File: src/rtl/tqg_pkg.sv
// ----------------------------------------------------------------------------
// tqg_pkg
// Shared types and constants for the tiled quad generator.
// ----------------------------------------------------------------------------
package tqg_pkg;

  // Configuration register indexes
  typedef enum logic [2:0] {
    CFG_TILE_WIDTH   = 3'd0,
    CFG_TILE_HEIGHT  = 3'd1,
    CFG_SPACING_X    = 3'd2,
    CFG_SPACING_Y    = 3'd3,
    CFG_MAX_OFFSET_X = 3'd4,
    CFG_MAX_OFFSET_Y = 3'd5,
    CFG_MODE         = 3'd6,
    CFG_UNUSED       = 3'd7
  } cfg_idx_t;

  typedef enum logic [7:0] {
    S_IDLE    = 8'b0000_0001,
    S_PERIOD  = 8'b0000_0010,
    S_MOD_LD  = 8'b0000_0100,
    S_MOD_DIV = 8'b0000_1000,
    S_MOD_FIX = 8'b0001_0000,
    S_COUNT   = 8'b0010_0000,
    S_FRAC    = 8'b0100_0000,
    S_FDIV    = 8'b1000_0000
  } state_t;

  localparam logic [16:0] FRAC_ONE   = 17'd65536;
  localparam int          MIN_PERIOD = 16;
  localparam int          MOD_STEPS  = 20;
  localparam int          FRAC_STEPS = 16;

endpackage

File: src/rtl/tqg_if.sv
// ----------------------------------------------------------------------------
// tqg channel interfaces
// Valid/ready channels for scroll input, quad output and register writes.
// ----------------------------------------------------------------------------
interface tqg_in_if;
  logic               valid;
  logic               ready;
  logic signed [19:0] scroll_x;
  logic signed [19:0] scroll_y;
  modport source (output valid, scroll_x, scroll_y, input ready);
  modport sink   (input valid, scroll_x, scroll_y, output ready);
endinterface

interface tqg_out_if;
  logic        valid;
  logic        ready;
  logic [15:0] x_left;
  logic [15:0] x_right;
  logic [15:0] y_bottom;
  logic [15:0] y_top;
  logic [16:0] u_left;
  logic [16:0] u_right;
  logic [16:0] v_bottom;
  logic [16:0] v_top;
  logic        last;
  logic        truncated;
  modport source (output valid, x_left, x_right, y_bottom, y_top, u_left, u_right,
                  v_bottom, v_top, last, truncated, input ready);
  modport sink   (input valid, x_left, x_right, y_bottom, y_top, u_left, u_right,
                  v_bottom, v_top, last, truncated, output ready);
endinterface

interface tqg_cfg_if;
  logic        valid;
  logic        ready;
  logic [2:0]  index;
  logic [19:0] data;
  modport source (output valid, index, data, input ready);
  modport sink   (input valid, index, data, output ready);
endinterface

File: src/rtl/tiled_quad_generator.sv
// Sequence: a setup step, then a remainder pass (load, 20 steps, fix) per tiled axis
// or a direct start for an untiled axis, a count walk over the quads (up to
// MAX_QUADS), then per quad four fraction slots, each set directly or by a division,
// plus one output beat that waits for out ready.
// Throughput: one scroll pair at a time; a single shift-subtract divider sets the pace.
// Reset: synchronous active-low; in ready is high only in idle after reset.
// ----------------------------------------------------------------------------
// tiled_quad_generator
// Emits clipped tile quads with texture fractions for one scroll offset pair.
// ----------------------------------------------------------------------------
module tiled_quad_generator #(
  parameter int VIEW_WIDTH  = 1280,
  parameter int VIEW_HEIGHT = 720,
  parameter int MAX_QUADS   = 64
) (
  input  logic clk,
  input  logic rst_n,
  tqg_in_if.sink    in_ch,
  tqg_out_if.source out_ch,
  tqg_cfg_if.sink   cfg_ch
);

  localparam int CW = $clog2(MAX_QUADS + 1);
  localparam logic signed [22:0] VW = 23'(VIEW_WIDTH * 16);
  localparam logic signed [22:0] VH = 23'(VIEW_HEIGHT * 16);

  // configuration
  logic [15:0]        tile_w_r, tile_h_r;
  logic signed [15:0] spc_x_r, spc_y_r;
  logic signed [19:0] moff_x_r, moff_y_r;
  logic [2:0]         mode_r;

  tqg_pkg::state_t state_r, state_nxt;
  logic signed [19:0] scr_x_r, scr_x_nxt, scr_y_r, scr_y_nxt;
  logic [16:0]        px_r, px_nxt, py_r, py_nxt;
  logic signed [20:0] sx_r, sx_nxt, sy_r, sy_nxt;
  logic signed [20:0] x_r, x_nxt, y_r, y_nxt;
  logic               axis_r, axis_nxt;
  logic [16:0]        rem_r, rem_nxt, dd_r, dd_nxt;
  logic [19:0]        dv_r, dv_nxt;
  logic [15:0]        q_r, q_nxt;
  logic [4:0]         dcnt_r, dcnt_nxt;
  logic [CW-1:0]      cnt_r, cnt_nxt, total_r, total_nxt;
  logic               trunc_r, trunc_nxt;
  logic [1:0]         slot_r, slot_nxt;
  logic [16:0]        ul_r, ul_nxt, ur_r, ur_nxt, vb_r, vb_nxt, vt_r, vt_nxt;
  logic [15:0]        xl_r, xl_nxt, xr_r, xr_nxt, yb_r, yb_nxt, yt_r, yt_nxt;
  logic               ov_r, ov_nxt;

  function automatic logic [15:0] clamp16(input logic signed [22:0] e);
    if (e < 0) return 16'd0;
    else if (e > 23'sd65535) return 16'hFFFF;
    else return e[15:0];
  endfunction

  // config port
  assign cfg_ch.ready = 1'b1;
  always_ff @(posedge clk) begin
    if (!rst_n) begin
      tile_w_r <= 16'd1024;
      tile_h_r <= 16'd1024;
      spc_x_r  <= '0;
      spc_y_r  <= '0;
      moff_x_r <= 20'sd524287;
      moff_y_r <= 20'sd524287;
      mode_r   <= 3'd3;
    end else if (cfg_ch.valid) begin
      case (tqg_pkg::cfg_idx_t'(cfg_ch.index))
        tqg_pkg::CFG_TILE_WIDTH:   tile_w_r <= cfg_ch.data[15:0];
        tqg_pkg::CFG_TILE_HEIGHT:  tile_h_r <= cfg_ch.data[15:0];
        tqg_pkg::CFG_SPACING_X:    spc_x_r  <= cfg_ch.data[15:0];
        tqg_pkg::CFG_SPACING_Y:    spc_y_r  <= cfg_ch.data[15:0];
        tqg_pkg::CFG_MAX_OFFSET_X: moff_x_r <= cfg_ch.data;
        tqg_pkg::CFG_MAX_OFFSET_Y: moff_y_r <= cfg_ch.data;
        tqg_pkg::CFG_MODE:         mode_r   <= cfg_ch.data[2:0];
        default: ;
      endcase
    end
  end

  // axis sizes
  logic tx, ty, st;
  logic signed [22:0] szx, szy;
  assign tx  = mode_r[0];
  assign ty  = mode_r[1];
  assign st  = mode_r[2];
  assign szx = (!tx && st) ? VW : $signed({7'b0, tile_w_r});
  assign szy = (!ty && st) ? VH : $signed({7'b0, tile_h_r});

  // period of each axis, before the clamp to MIN_PERIOD
  logic signed [22:0] prx, pry;
  assign prx = $signed({7'b0, tile_w_r}) + 23'(spc_x_r);
  assign pry = $signed({7'b0, tile_h_r}) + 23'(spc_y_r);

  // per-axis setup selection
  logic               a_tiled;
  logic signed [22:0] a_off, a_tile, a_spc, a_moff, a_view, a_p, a_start_nt;
  logic signed [22:0] r_s, s_0, s_1;
  always_comb begin
    a_tiled = axis_r ? ty : tx;
    a_off   = axis_r ? 23'(scr_y_r) : 23'(scr_x_r);
    a_tile  = axis_r ? $signed({7'b0, tile_h_r}) : $signed({7'b0, tile_w_r});
    a_spc   = axis_r ? 23'(spc_y_r) : 23'(spc_x_r);
    a_moff  = axis_r ? 23'(moff_y_r) : 23'(moff_x_r);
    a_view  = axis_r ? VH : VW;
    a_p     = axis_r ? $signed({6'b0, py_r}) : $signed({6'b0, px_r});
    if (st || a_tile > a_view) a_start_nt = '0;
    else                       a_start_nt = (a_view - a_tile) >>> 1;
    r_s = (a_off < 0) ? -$signed({6'b0, rem_r}) : $signed({6'b0, rem_r});
    s_0 = (a_off > 0) ? r_s - a_p : r_s;
    if (a_spc < 0 && s_0 > a_spc && (a_moff >= a_p || a_moff - a_off >= a_p))
      s_1 = s_0 - a_p;
    else
      s_1 = s_0;
  end

  // shared shift-subtract step
  logic [17:0] d_t;
  logic        d_ge;
  logic [16:0] d_rem;
  always_comb begin
    d_t   = {rem_r, dv_r[19]};
    d_ge  = d_t >= {1'b0, dd_r};
    d_rem = d_ge ? 17'(d_t - {1'b0, dd_r}) : d_t[16:0];
  end

  // tile walker: row order, left to right
  logic signed [22:0] w_xn, w_yn;
  logic               w_row_end, w_done;
  logic signed [20:0] w_x, w_y;
  always_comb begin
    w_xn      = 23'(x_r) + $signed({6'b0, px_r});
    w_yn      = 23'(y_r) + $signed({6'b0, py_r});
    w_row_end = !tx || w_xn >= VW;
    w_done    = w_row_end && (!ty || w_yn >= VH);
    w_x       = w_row_end ? sx_r : w_xn[20:0];
    w_y       = w_row_end ? w_yn[20:0] : y_r;
  end

  // edges of the current quad
  logic signed [22:0] ex_end, ey_end;
  logic [15:0]        e_xl, e_xr, e_yb, e_yt;
  always_comb begin
    ex_end = 23'(x_r) + szx;
    ey_end = 23'(y_r) + szy;
    if (tx) begin
      e_xl = clamp16((x_r < 0) ? 23'sd0 : 23'(x_r));
      e_xr = clamp16((ex_end < VW) ? ex_end : VW);
    end else begin
      e_xl = clamp16(23'(x_r));
      e_xr = clamp16(ex_end);
    end
    if (ty) begin
      e_yb = clamp16((y_r < 0) ? 23'sd0 : 23'(y_r));
      e_yt = clamp16((ey_end < VH) ? ey_end : VH);
    end else begin
      e_yb = clamp16(23'(y_r));
      e_yt = clamp16(ey_end);
    end
  end

  // fraction slot: 0 u_left, 1 u_right, 2 v_bottom, 3 v_top
  logic               f_tiled, f_need, f_sat;
  logic signed [22:0] f_pos, f_sz, f_view, f_n;
  logic [16:0]        f_dz;
  always_comb begin
    f_tiled = slot_r[1] ? ty : tx;
    f_pos   = slot_r[1] ? 23'(y_r) : 23'(x_r);
    f_sz    = slot_r[1] ? szy : szx;
    f_view  = slot_r[1] ? VH : VW;
    if (!slot_r[0]) begin
      f_need = f_tiled && f_pos < 0;
      f_n    = -f_pos;
    end else begin
      f_need = f_tiled && (f_pos + f_sz) > f_view;
      f_n    = f_view - f_pos;
    end
    f_dz  = (f_sz == 0) ? 17'd1 : f_sz[16:0];
    f_sat = f_n >= $signed({6'b0, f_dz});
  end

  logic        wb;
  logic [16:0] wb_val;
  logic        last_q;
  assign last_q = (cnt_r + CW'(1)) == total_r;

  always_comb begin
    state_nxt = state_r;
    scr_x_nxt = scr_x_r;  scr_y_nxt = scr_y_r;
    px_nxt = px_r;        py_nxt = py_r;
    sx_nxt = sx_r;        sy_nxt = sy_r;
    x_nxt = x_r;          y_nxt = y_r;
    axis_nxt = axis_r;
    rem_nxt = rem_r;      dv_nxt = dv_r;   dd_nxt = dd_r;
    q_nxt = q_r;          dcnt_nxt = dcnt_r;
    cnt_nxt = cnt_r;      total_nxt = total_r;  trunc_nxt = trunc_r;
    slot_nxt = slot_r;
    ul_nxt = ul_r; ur_nxt = ur_r; vb_nxt = vb_r; vt_nxt = vt_r;
    xl_nxt = xl_r; xr_nxt = xr_r; yb_nxt = yb_r; yt_nxt = yt_r;
    ov_nxt = ov_r;
    wb = 1'b0;
    wb_val = '0;

    case (state_r)
      tqg_pkg::S_IDLE: begin
        if (in_ch.valid) begin
          scr_x_nxt = in_ch.scroll_x;
          scr_y_nxt = in_ch.scroll_y;
          state_nxt = tqg_pkg::S_PERIOD;
        end
      end
      tqg_pkg::S_PERIOD: begin
        px_nxt    = (prx < 23'(tqg_pkg::MIN_PERIOD)) ? 17'(tqg_pkg::MIN_PERIOD) : prx[16:0];
        py_nxt    = (pry < 23'(tqg_pkg::MIN_PERIOD)) ? 17'(tqg_pkg::MIN_PERIOD) : pry[16:0];
        axis_nxt  = 1'b0;
        state_nxt = tqg_pkg::S_MOD_LD;
      end
      tqg_pkg::S_MOD_LD: begin
        if (a_tiled) begin
          rem_nxt   = '0;
          dv_nxt    = (a_off < 0) ? 20'(-a_off) : a_off[19:0];
          dd_nxt    = a_p[16:0];
          dcnt_nxt  = 5'(tqg_pkg::MOD_STEPS);
          state_nxt = tqg_pkg::S_MOD_DIV;
        end else if (!axis_r) begin
          sx_nxt   = a_start_nt[20:0];
          axis_nxt = 1'b1;
        end else begin
          sy_nxt    = a_start_nt[20:0];
          x_nxt     = sx_r;
          y_nxt     = a_start_nt[20:0];
          cnt_nxt   = CW'(1);
          state_nxt = tqg_pkg::S_COUNT;
        end
      end
      tqg_pkg::S_MOD_DIV: begin
        rem_nxt  = d_rem;
        dv_nxt   = {dv_r[18:0], 1'b0};
        dcnt_nxt = dcnt_r - 5'd1;
        if (dcnt_r == 5'd1) state_nxt = tqg_pkg::S_MOD_FIX;
      end
      tqg_pkg::S_MOD_FIX: begin
        if (!axis_r) begin
          sx_nxt    = s_1[20:0];
          axis_nxt  = 1'b1;
          state_nxt = tqg_pkg::S_MOD_LD;
        end else begin
          sy_nxt    = s_1[20:0];
          x_nxt     = sx_r;
          y_nxt     = s_1[20:0];
          cnt_nxt   = CW'(1);
          state_nxt = tqg_pkg::S_COUNT;
        end
      end
      tqg_pkg::S_COUNT: begin
        if (w_done || cnt_r == CW'(MAX_QUADS)) begin
          total_nxt = cnt_r;
          trunc_nxt = !w_done;
          x_nxt     = sx_r;
          y_nxt     = sy_r;
          cnt_nxt   = '0;
          slot_nxt  = 2'd0;
          state_nxt = tqg_pkg::S_FRAC;
        end else begin
          cnt_nxt = cnt_r + CW'(1);
          x_nxt   = w_x;
          y_nxt   = w_y;
        end
      end
      tqg_pkg::S_FRAC: begin
        if (ov_r) begin
          // result beat waiting
          if (out_ch.ready) begin
            ov_nxt = 1'b0;
            if (last_q) begin
              state_nxt = tqg_pkg::S_IDLE;
            end else begin
              cnt_nxt  = cnt_r + CW'(1);
              x_nxt    = w_x;
              y_nxt    = w_y;
              slot_nxt = 2'd0;
            end
          end
        end else if (!f_need) begin
          wb     = 1'b1;
          wb_val = slot_r[0] ? tqg_pkg::FRAC_ONE : 17'd0;
        end else if (f_sat) begin
          wb     = 1'b1;
          wb_val = tqg_pkg::FRAC_ONE;
        end else begin
          rem_nxt   = f_n[16:0];
          dv_nxt    = '0;
          dd_nxt    = f_dz;
          dcnt_nxt  = 5'(tqg_pkg::FRAC_STEPS);
          state_nxt = tqg_pkg::S_FDIV;
        end
      end
      tqg_pkg::S_FDIV: begin
        rem_nxt  = d_rem;
        dv_nxt   = {dv_r[18:0], 1'b0};
        q_nxt    = {q_r[14:0], d_ge};
        dcnt_nxt = dcnt_r - 5'd1;
        if (dcnt_r == 5'd1) begin
          wb        = 1'b1;
          wb_val    = {1'b0, q_r[14:0], d_ge};
          state_nxt = tqg_pkg::S_FRAC;
        end
      end
      default: state_nxt = tqg_pkg::S_IDLE;
    endcase

    if (wb) begin
      case (slot_r)
        2'd0:    ul_nxt = wb_val;
        2'd1:    ur_nxt = wb_val;
        2'd2:    vb_nxt = wb_val;
        default: vt_nxt = wb_val;
      endcase
      slot_nxt = slot_r + 2'd1;
      if (slot_r == 2'd3) begin
        xl_nxt = e_xl;  xr_nxt = e_xr;
        yb_nxt = e_yb;  yt_nxt = e_yt;
        ov_nxt = 1'b1;
      end
    end
  end

  always_ff @(posedge clk) begin
    if (!rst_n) begin
      state_r <= tqg_pkg::S_IDLE;
      ov_r    <= 1'b0;
      cnt_r   <= '0;
      total_r <= '0;
      trunc_r <= 1'b0;
      slot_r  <= '0;
      dcnt_r  <= '0;
      axis_r  <= 1'b0;
      sx_r    <= '0;
      sy_r    <= '0;
      x_r     <= '0;
      y_r     <= '0;
    end else begin
      state_r <= state_nxt;
      ov_r    <= ov_nxt;
      cnt_r   <= cnt_nxt;
      total_r <= total_nxt;
      trunc_r <= trunc_nxt;
      slot_r  <= slot_nxt;
      dcnt_r  <= dcnt_nxt;
      axis_r  <= axis_nxt;
      sx_r    <= sx_nxt;
      sy_r    <= sy_nxt;
      x_r     <= x_nxt;
      y_r     <= y_nxt;
    end
  end

  always_ff @(posedge clk) begin
    scr_x_r <= scr_x_nxt;  scr_y_r <= scr_y_nxt;
    px_r <= px_nxt;        py_r <= py_nxt;
    rem_r <= rem_nxt;      dv_r <= dv_nxt;   dd_r <= dd_nxt;  q_r <= q_nxt;
    ul_r <= ul_nxt; ur_r <= ur_nxt; vb_r <= vb_nxt; vt_r <= vt_nxt;
    xl_r <= xl_nxt; xr_r <= xr_nxt; yb_r <= yb_nxt; yt_r <= yt_nxt;
  end

  assign in_ch.ready      = (state_r == tqg_pkg::S_IDLE);
  assign out_ch.valid     = ov_r;
  assign out_ch.x_left    = xl_r;
  assign out_ch.x_right   = xr_r;
  assign out_ch.y_bottom  = yb_r;
  assign out_ch.y_top     = yt_r;
  assign out_ch.u_left    = ul_r;
  assign out_ch.u_right   = ur_r;
  assign out_ch.v_bottom  = vb_r;
  assign out_ch.v_top     = vt_r;
  assign out_ch.last      = last_q;
  assign out_ch.truncated = trunc_r;

`ifndef ASSERT_OFF
  a_no_beat_in_idle: assert property (@(posedge clk) disable iff (!rst_n)
    in_ch.ready |-> !out_ch.valid)
    else $error("result beat pending while accepting input");

  a_gap_between_quads: assert property (@(posedge clk) disable iff (!rst_n)
    (out_ch.valid && out_ch.ready && !out_ch.last) |=> !out_ch.valid)
    else $error("next quad shown before its fractions were built");

  a_index_in_range: assert property (@(posedge clk) disable iff (!rst_n)
    out_ch.valid |-> (cnt_r < total_r && total_r <= CW'(MAX_QUADS)))
    else $error("quad index beyond step count");

  a_div_count_live: assert property (@(posedge clk) disable iff (!rst_n)
    (state_r == tqg_pkg::S_MOD_DIV || state_r == tqg_pkg::S_FDIV) |-> dcnt_r != 5'd0)
    else $error("divider running with zero step count");
`endif

endmodule
File: src/flat_wrapper.sv
// flat-port wrapper written by rule: the top's interface ports become plain ports
module tiled_quad_generator_flat 
#(
  parameter int VIEW_WIDTH  = 1280,
  parameter int VIEW_HEIGHT = 720,
  parameter int MAX_QUADS   = 64
)
  (clk, rst_n, in_ch_valid, in_ch_scroll_x, in_ch_scroll_y, in_ch_ready, out_ch_valid, out_ch_x_left, out_ch_x_right, out_ch_y_bottom, out_ch_y_top, out_ch_u_left, out_ch_u_right, out_ch_v_bottom, out_ch_v_top, out_ch_last, out_ch_truncated, out_ch_ready, cfg_ch_valid, cfg_ch_index, cfg_ch_data, cfg_ch_ready);
  tqg_in_if in_ch_i ();
  tqg_out_if out_ch_i ();
  tqg_cfg_if cfg_ch_i ();
  input  logic clk;
  input  logic rst_n;
  input wire logic [$bits(in_ch_i.valid)-1:0] in_ch_valid;
  input wire logic [$bits(in_ch_i.scroll_x)-1:0] in_ch_scroll_x;
  input wire logic [$bits(in_ch_i.scroll_y)-1:0] in_ch_scroll_y;
  output wire logic [$bits(in_ch_i.ready)-1:0] in_ch_ready;
  output wire logic [$bits(out_ch_i.valid)-1:0] out_ch_valid;
  output wire logic [$bits(out_ch_i.x_left)-1:0] out_ch_x_left;
  output wire logic [$bits(out_ch_i.x_right)-1:0] out_ch_x_right;
  output wire logic [$bits(out_ch_i.y_bottom)-1:0] out_ch_y_bottom;
  output wire logic [$bits(out_ch_i.y_top)-1:0] out_ch_y_top;
  output wire logic [$bits(out_ch_i.u_left)-1:0] out_ch_u_left;
  output wire logic [$bits(out_ch_i.u_right)-1:0] out_ch_u_right;
  output wire logic [$bits(out_ch_i.v_bottom)-1:0] out_ch_v_bottom;
  output wire logic [$bits(out_ch_i.v_top)-1:0] out_ch_v_top;
  output wire logic [$bits(out_ch_i.last)-1:0] out_ch_last;
  output wire logic [$bits(out_ch_i.truncated)-1:0] out_ch_truncated;
  input wire logic [$bits(out_ch_i.ready)-1:0] out_ch_ready;
  input wire logic [$bits(cfg_ch_i.valid)-1:0] cfg_ch_valid;
  input wire logic [$bits(cfg_ch_i.index)-1:0] cfg_ch_index;
  input wire logic [$bits(cfg_ch_i.data)-1:0] cfg_ch_data;
  output wire logic [$bits(cfg_ch_i.ready)-1:0] cfg_ch_ready;
  assign in_ch_i.valid = in_ch_valid;
  assign in_ch_i.scroll_x = in_ch_scroll_x;
  assign in_ch_i.scroll_y = in_ch_scroll_y;
  assign in_ch_ready = in_ch_i.ready;
  assign out_ch_valid = out_ch_i.valid;
  assign out_ch_x_left = out_ch_i.x_left;
  assign out_ch_x_right = out_ch_i.x_right;
  assign out_ch_y_bottom = out_ch_i.y_bottom;
  assign out_ch_y_top = out_ch_i.y_top;
  assign out_ch_u_left = out_ch_i.u_left;
  assign out_ch_u_right = out_ch_i.u_right;
  assign out_ch_v_bottom = out_ch_i.v_bottom;
  assign out_ch_v_top = out_ch_i.v_top;
  assign out_ch_last = out_ch_i.last;
  assign out_ch_truncated = out_ch_i.truncated;
  assign out_ch_i.ready = out_ch_ready;
  assign cfg_ch_i.valid = cfg_ch_valid;
  assign cfg_ch_i.index = cfg_ch_index;
  assign cfg_ch_i.data = cfg_ch_data;
  assign cfg_ch_ready = cfg_ch_i.ready;
  tiled_quad_generator #(.VIEW_WIDTH(VIEW_WIDTH), .VIEW_HEIGHT(VIEW_HEIGHT), .MAX_QUADS(MAX_QUADS)) u_core (.clk(clk), .rst_n(rst_n), .in_ch(in_ch_i), .out_ch(out_ch_i), .cfg_ch(cfg_ch_i));
endmodule
File: config.mk
export PLATFORM = sky130hd
export DESIGN_NAME = tiled_quad_generator_flat
export DESIGN_NICKNAME = d
export VERILOG_FILES = /design/src/rtl/tqg_pkg.sv /design/src/rtl/tqg_if.sv /design/src/rtl/tiled_quad_generator.sv /design/src/flat_wrapper.sv
export SDC_FILE = /design/constraint.sdc
export NUM_CORES = 2
export LEC_CHECK = 0
export ABC_AREA = 1
export CAP_MARGIN = 20
export CORE_ASPECT_RATIO = 0.8
export CORE_MARGIN = 4
export CORE_UTILIZATION = 39
export DETAILED_ROUTE_END_ITERATION = 8
export DONT_BUFFER_PORTS = 1
export SYNTH_ARGS = -nofsm -noshare
export SYNTH_HDL_FRONTEND = slang
export SYNTH_SLANG_ARGS = --single-unit
export TNS_END_PERCENT = 30
File: constraint.sdc
create_clock -name clk -period 11.3 [get_ports clk]
set_input_delay 0 -clock clk [delete_from_list [all_inputs] [get_ports clk]]
set_output_delay 0 -clock clk [all_outputs]
set_load 0.01 [all_outputs]
==> impl_metrics.py <==
metrics = {
    "sta": {
        "slew_headroom": 0.247,
        "skew_ns": 0.0419,
        "tns_ns": 0,
        "setup_violations": 0,
        "rsz0062_at_grt": "false",
        "slew_violations": 0,
        "fin_crit_ns": 6.41,
        "tightest_slew_ns": 1.13,
        "finalHoldViolations": 0,
        "worst_slack_ns": 4.89,
        "period_share": 0.567,
        "fmax_mhz": 156,
    },
    "floorplan": {
        "die_area_mm2": 0.101,
        "die_w_um": 354,
        "fp.coreArea_mm2": 0.0950,
        "num_rows": 101,
        "ios": 205,
        "dieHeight_um": 285,
        "initial_utilization": 0.393,
    },
    "grt": {
        "grt_pass1_wl_mm": 210,
        "grtUsageTotal": 0.272,
        "grt_pass1_vias": 32500,
        "grt_max_degree": 167,
        "globalRoute.busiestLayer": "met1",
        "grt_use_met3": 0.0716,
        "grt-ovfl-total": 0,
        "antenna_found_initial": 5,
        "grtUsageMet2": 0.380,
        "use_met1": 0.409,
    },
    "synth": {
        "synth_compound_area_frac": 0.147,
        "synth-simple-area-share": 0.272,
        "synth_seq_area_share": 0.340,
        "ys_types": 70,
        "yosysTopAreaCell": "edfxtp_1",
        "synth_async_sr_flop_share": 0,
        "yosysTopAreaCellShare": 0.221,
        "synth_top_family_by_area": "simple AND/OR/NAND/NOR gates",
        "synth_xor_area_frac": 0.0424,
        "synthCells": 5260,
        "ys_warn_count": 0,
        "synthFlopType": "edfxtp_1",
        "synth_edf_count": 275,
        "syn_avg_cell_area_um2": 7.11,
        "muxShareOfSynthArea": 0.00883,
        "synthAdderAreaFrac": 0.0999,
        "synth_area_leaders": "edfxtp_1 (22%), nand2_1 (14%), dfxtp_1 (12%)",
        "synth_area_mm2": 0.0374,
        "synth_seq_cells": 498,
        "synth_nets": 5620,
    },
    "worst_hold_path": {
        "hold_class": "in2reg",
        "holdPathEnd": "u_core.scr_x_r[12]",
        "min_from": "in_ch_scroll_x[12]",
        "hold_path_depth": 1,
    },
    "drt": {
        "routed_wl_mm": 144,
        "viasPerCell": 5.49,
        "wire_per_inst_um": 21.5,
        "detail-route-antenna-nets": 0,
        "routed-via-count": 36700,
        "drt_iter0_markers": 4335,
        "drc": 0,
        "drtPass1Iterations": 8,
    },
    "worst_setup_path": {
        "cp_max_fo": 47,
        "cp_data_required_time_ns": 11.84,
        "start_kind": "register",
        "r2r_cells": 26,
        "crit_type": "reg2reg",
        "reg2reg_from": "u_core.axis_r",
        "end_kind": "register",
        "reg2reg_slack_ns": 4.89,
        "reg2reg_to": "u_core.sy_r[2]",
        "critical_path_arrival_ns": 6.95,
    },
    "placed_design": {
        "dpl.hpwl_mm": 112,
        "routabilityCongestion": 1.05,
        "portBuffers": 0,
        "pre_cts_ws_ns": 5.05,
    },
    "clock_network": {
        "cts_tree": "done",
        "cts_setup_buffers": 0,
        "cts.path.max_buffers": 3,
        "cts.sinks": 498,
        "clockRootBuffer": "clkbuf_16",
        "numCtsBuffers": 56,
        "clk-insertion-delay-late_ns": 0.66,
        "ctsResizeCount": 0,
        "hold_buffers": 123,
        "h-tree-depth": 2,
        "clkSlewWorstSetupHoldPaths_ns": 0.06,
    },
    "pwr": {
        "pwr-share-comb": 0.494,
        "ir_drop_v": 0.000131,
        "switching_share": 0.452,
        "sequentialPowerShare": 0.277,
        "power_density_mw_per_mm2": 200,
        "netSwitchingPower_mw": 3.81,
        "p_clk_frac": 0.228,
        "leakage_nw": 19.5,
        "intPower_mw": 4.61,
    },
    "cells_and_area": {
        "multi_input_area_mm2": 0.0214,
        "fill_cells": 9821,
        "nNetsFinal": 5712,
        "area_growth_syn_to_layout_pct": 12.4,
        "drive_gt1_frac": 0.0574,
        "seqCellArea_mm2": 0.0127,
    },
    "job": {
        "cap_violations": 0,
    },
    "run_status": {
        "status": "complete, no violations",
    },
}
## sequential cells by signal, summed over array words and instances, names as in the netlist, 17 cells and up
name and flops:
u_core.sx_r 21, u_core.rem_r 17, u_core.x_r 21, u_core.dv_r 20
u_core.scr_y_r 20, u_core.py_r 17, u_core.y_r 21, u_core.out_ch.v_top 17
u_core.moff_x_r 20, u_core.out_ch.u_right 17, u_core.px_r 17, u_core.sy_r 21
u_core.moff_y_r 20, u_core.out_ch.v_bottom 17, u_core.scr_x_r 20, u_core.out_ch.u_left 17
u_core.dd_r 17
## routing by layer
metal / wire length [um] / share of wire
met2: 56500 / 0.39
met3: 17500 / 0.12
met4: 4570 / 0.032
met1: 65100 / 0.45
met5: 34 / 0.00024
## synthesized netlist by cell type, types with 9 or more instances
master / instances
mux2i_1: 33
nand2_2: 28
nand3_1: 285
xor2_1: 117
nor2_1: 510
fa_1: 11
nor3_1: 48
ha_1: 281
o21ai_0: 428
edfxtp_1: 275
dfxtp_1: 223
nor4_1: 12
o211ai_1: 33
nand3b_1: 11
inv_2: 15
or2_2: 25
inv_1: 662
o21ai_1: 39
nand4_1: 76
xnor2_1: 64
a21oi_1: 355
o21bai_1: 31
a32o_1: 11
a31oi_1: 21
o31ai_1: 9
and2_1: 9
buf_6: 12
buf_2: 33
clkbuf_1: 98
o21ai_2: 15
nand2_1: 1366
## worst max-delay path by stage
stage	cells after the start	end	from	slack, ns
floorplan	29	u_core.out_ch.x_left[0]	u_core.slot_r[1]	5.86
finish	26	u_core.sy_r[2]	u_core.axis_r	4.89
detailed placement	22	u_core.sy_r[2]	u_core.axis_r	5.05
global route	33	u_core.sx_r[2]	u_core.rem_r[0]	4.30
CTS	22	u_core.sy_r[2]	u_core.axis_r	5.07
global placement	33	u_core.sx_r[2]	u_core.rem_r[0]	5.14
## metrics by stage
stage,std cells,power (mW),instance area (um2),hold WS (ns),utilization
after floorplan,5260,5.12,37400,0.0989,-
after global placement,6453,6.30,38800,0.0989,0.408
after detailed placement,6455,6.32,38800,0.0989,0.408
after CTS,6683,8.31,42000,0.000259,0.442
after global routing,6687,8.94,42000,0.0110,0.442
final,6692,8.41,42000,0.0301,0.442
## logic make-up (layout without fill, tap and decap cells)
kind of cell / count (synthesis) / in the layout
flops: 498 / 498
fa+ha+maj: 292 / 292
simple gates: 2414 / 2414
buf+inv: 844 / 983
compound gates: 997 / 997
xor+xnor: 181 / 181
mux: 33 / 33
other cells: 1 / 7
## placed cells by master (no fill, tap or decap), types with 21 or more instances in the layout
cell type,count
nand4_1,76
o211ai_1,33
ha_1,281
inv_1,659
o21bai_1,31
o21ai_0,426
dlygate4sd3_1,123
mux2i_1,32
edfxtp_1,275
a31oi_1,21
buf_4,67
clkbuf_16,59
nor3_1,48
nand3_1,285
or2_2,25
xnor2_1,64
nand2_2,28
xor2_1,117
dfxtp_1,221
a21oi_1,353
o21ai_1,41
nand2_1,1366
nor2_1,504
## area by class of cell
type                       count  share of cell area
antenna                        6            0.000357
clock buffer                  76              0.0393
clock inverter                29             0.00649
inverter                     684              0.0611
multi-input combinational   3918               0.509
sequential                   498               0.303
tap                         1287              0.0383
timing repair buffer         194              0.0428
## worst max-delay path: stages, from the launching register on
cell	delay, ns
dfxtp_4	0.60
buf_4	0.63
mux2i_1	0.65
ha_1	0.41
a21oi_1	0.23
nor2_1	0.05
o21ai_0	0.14
nand3_1	0.17
a211oi_1	0.31
xor2_1	0.09
o21ai_0	0.48
ha_1	0.20
nand2_1	0.06
nor2_1	0.09
nand2_1	0.09
nor4_1	0.18
nand2_1	0.09
nand3_1	0.10
o21ai_0	0.10
nor2_2	0.34
nand2_4	0.17
inv_2	0.37
o21ai_0	0.16
o211ai_1	0.16
o21ai_0	0.18
o21bai_1	0.18
inv_1	0.06
## power groups by stage
stage	Clock (mW)	Combinational [mW]	Sequential (mW)
4_1_cts	1.95	4.04	2.32
3_5_place_dp	0	3.97	2.36
2_1_floorplan	0	2.87	2.25
5_1_grt	2.03	4.59	2.33
6_report	1.92	4.16	2.33
3_3_place_gp	0	3.94	2.36
Power figures use the tool's default switching activity.
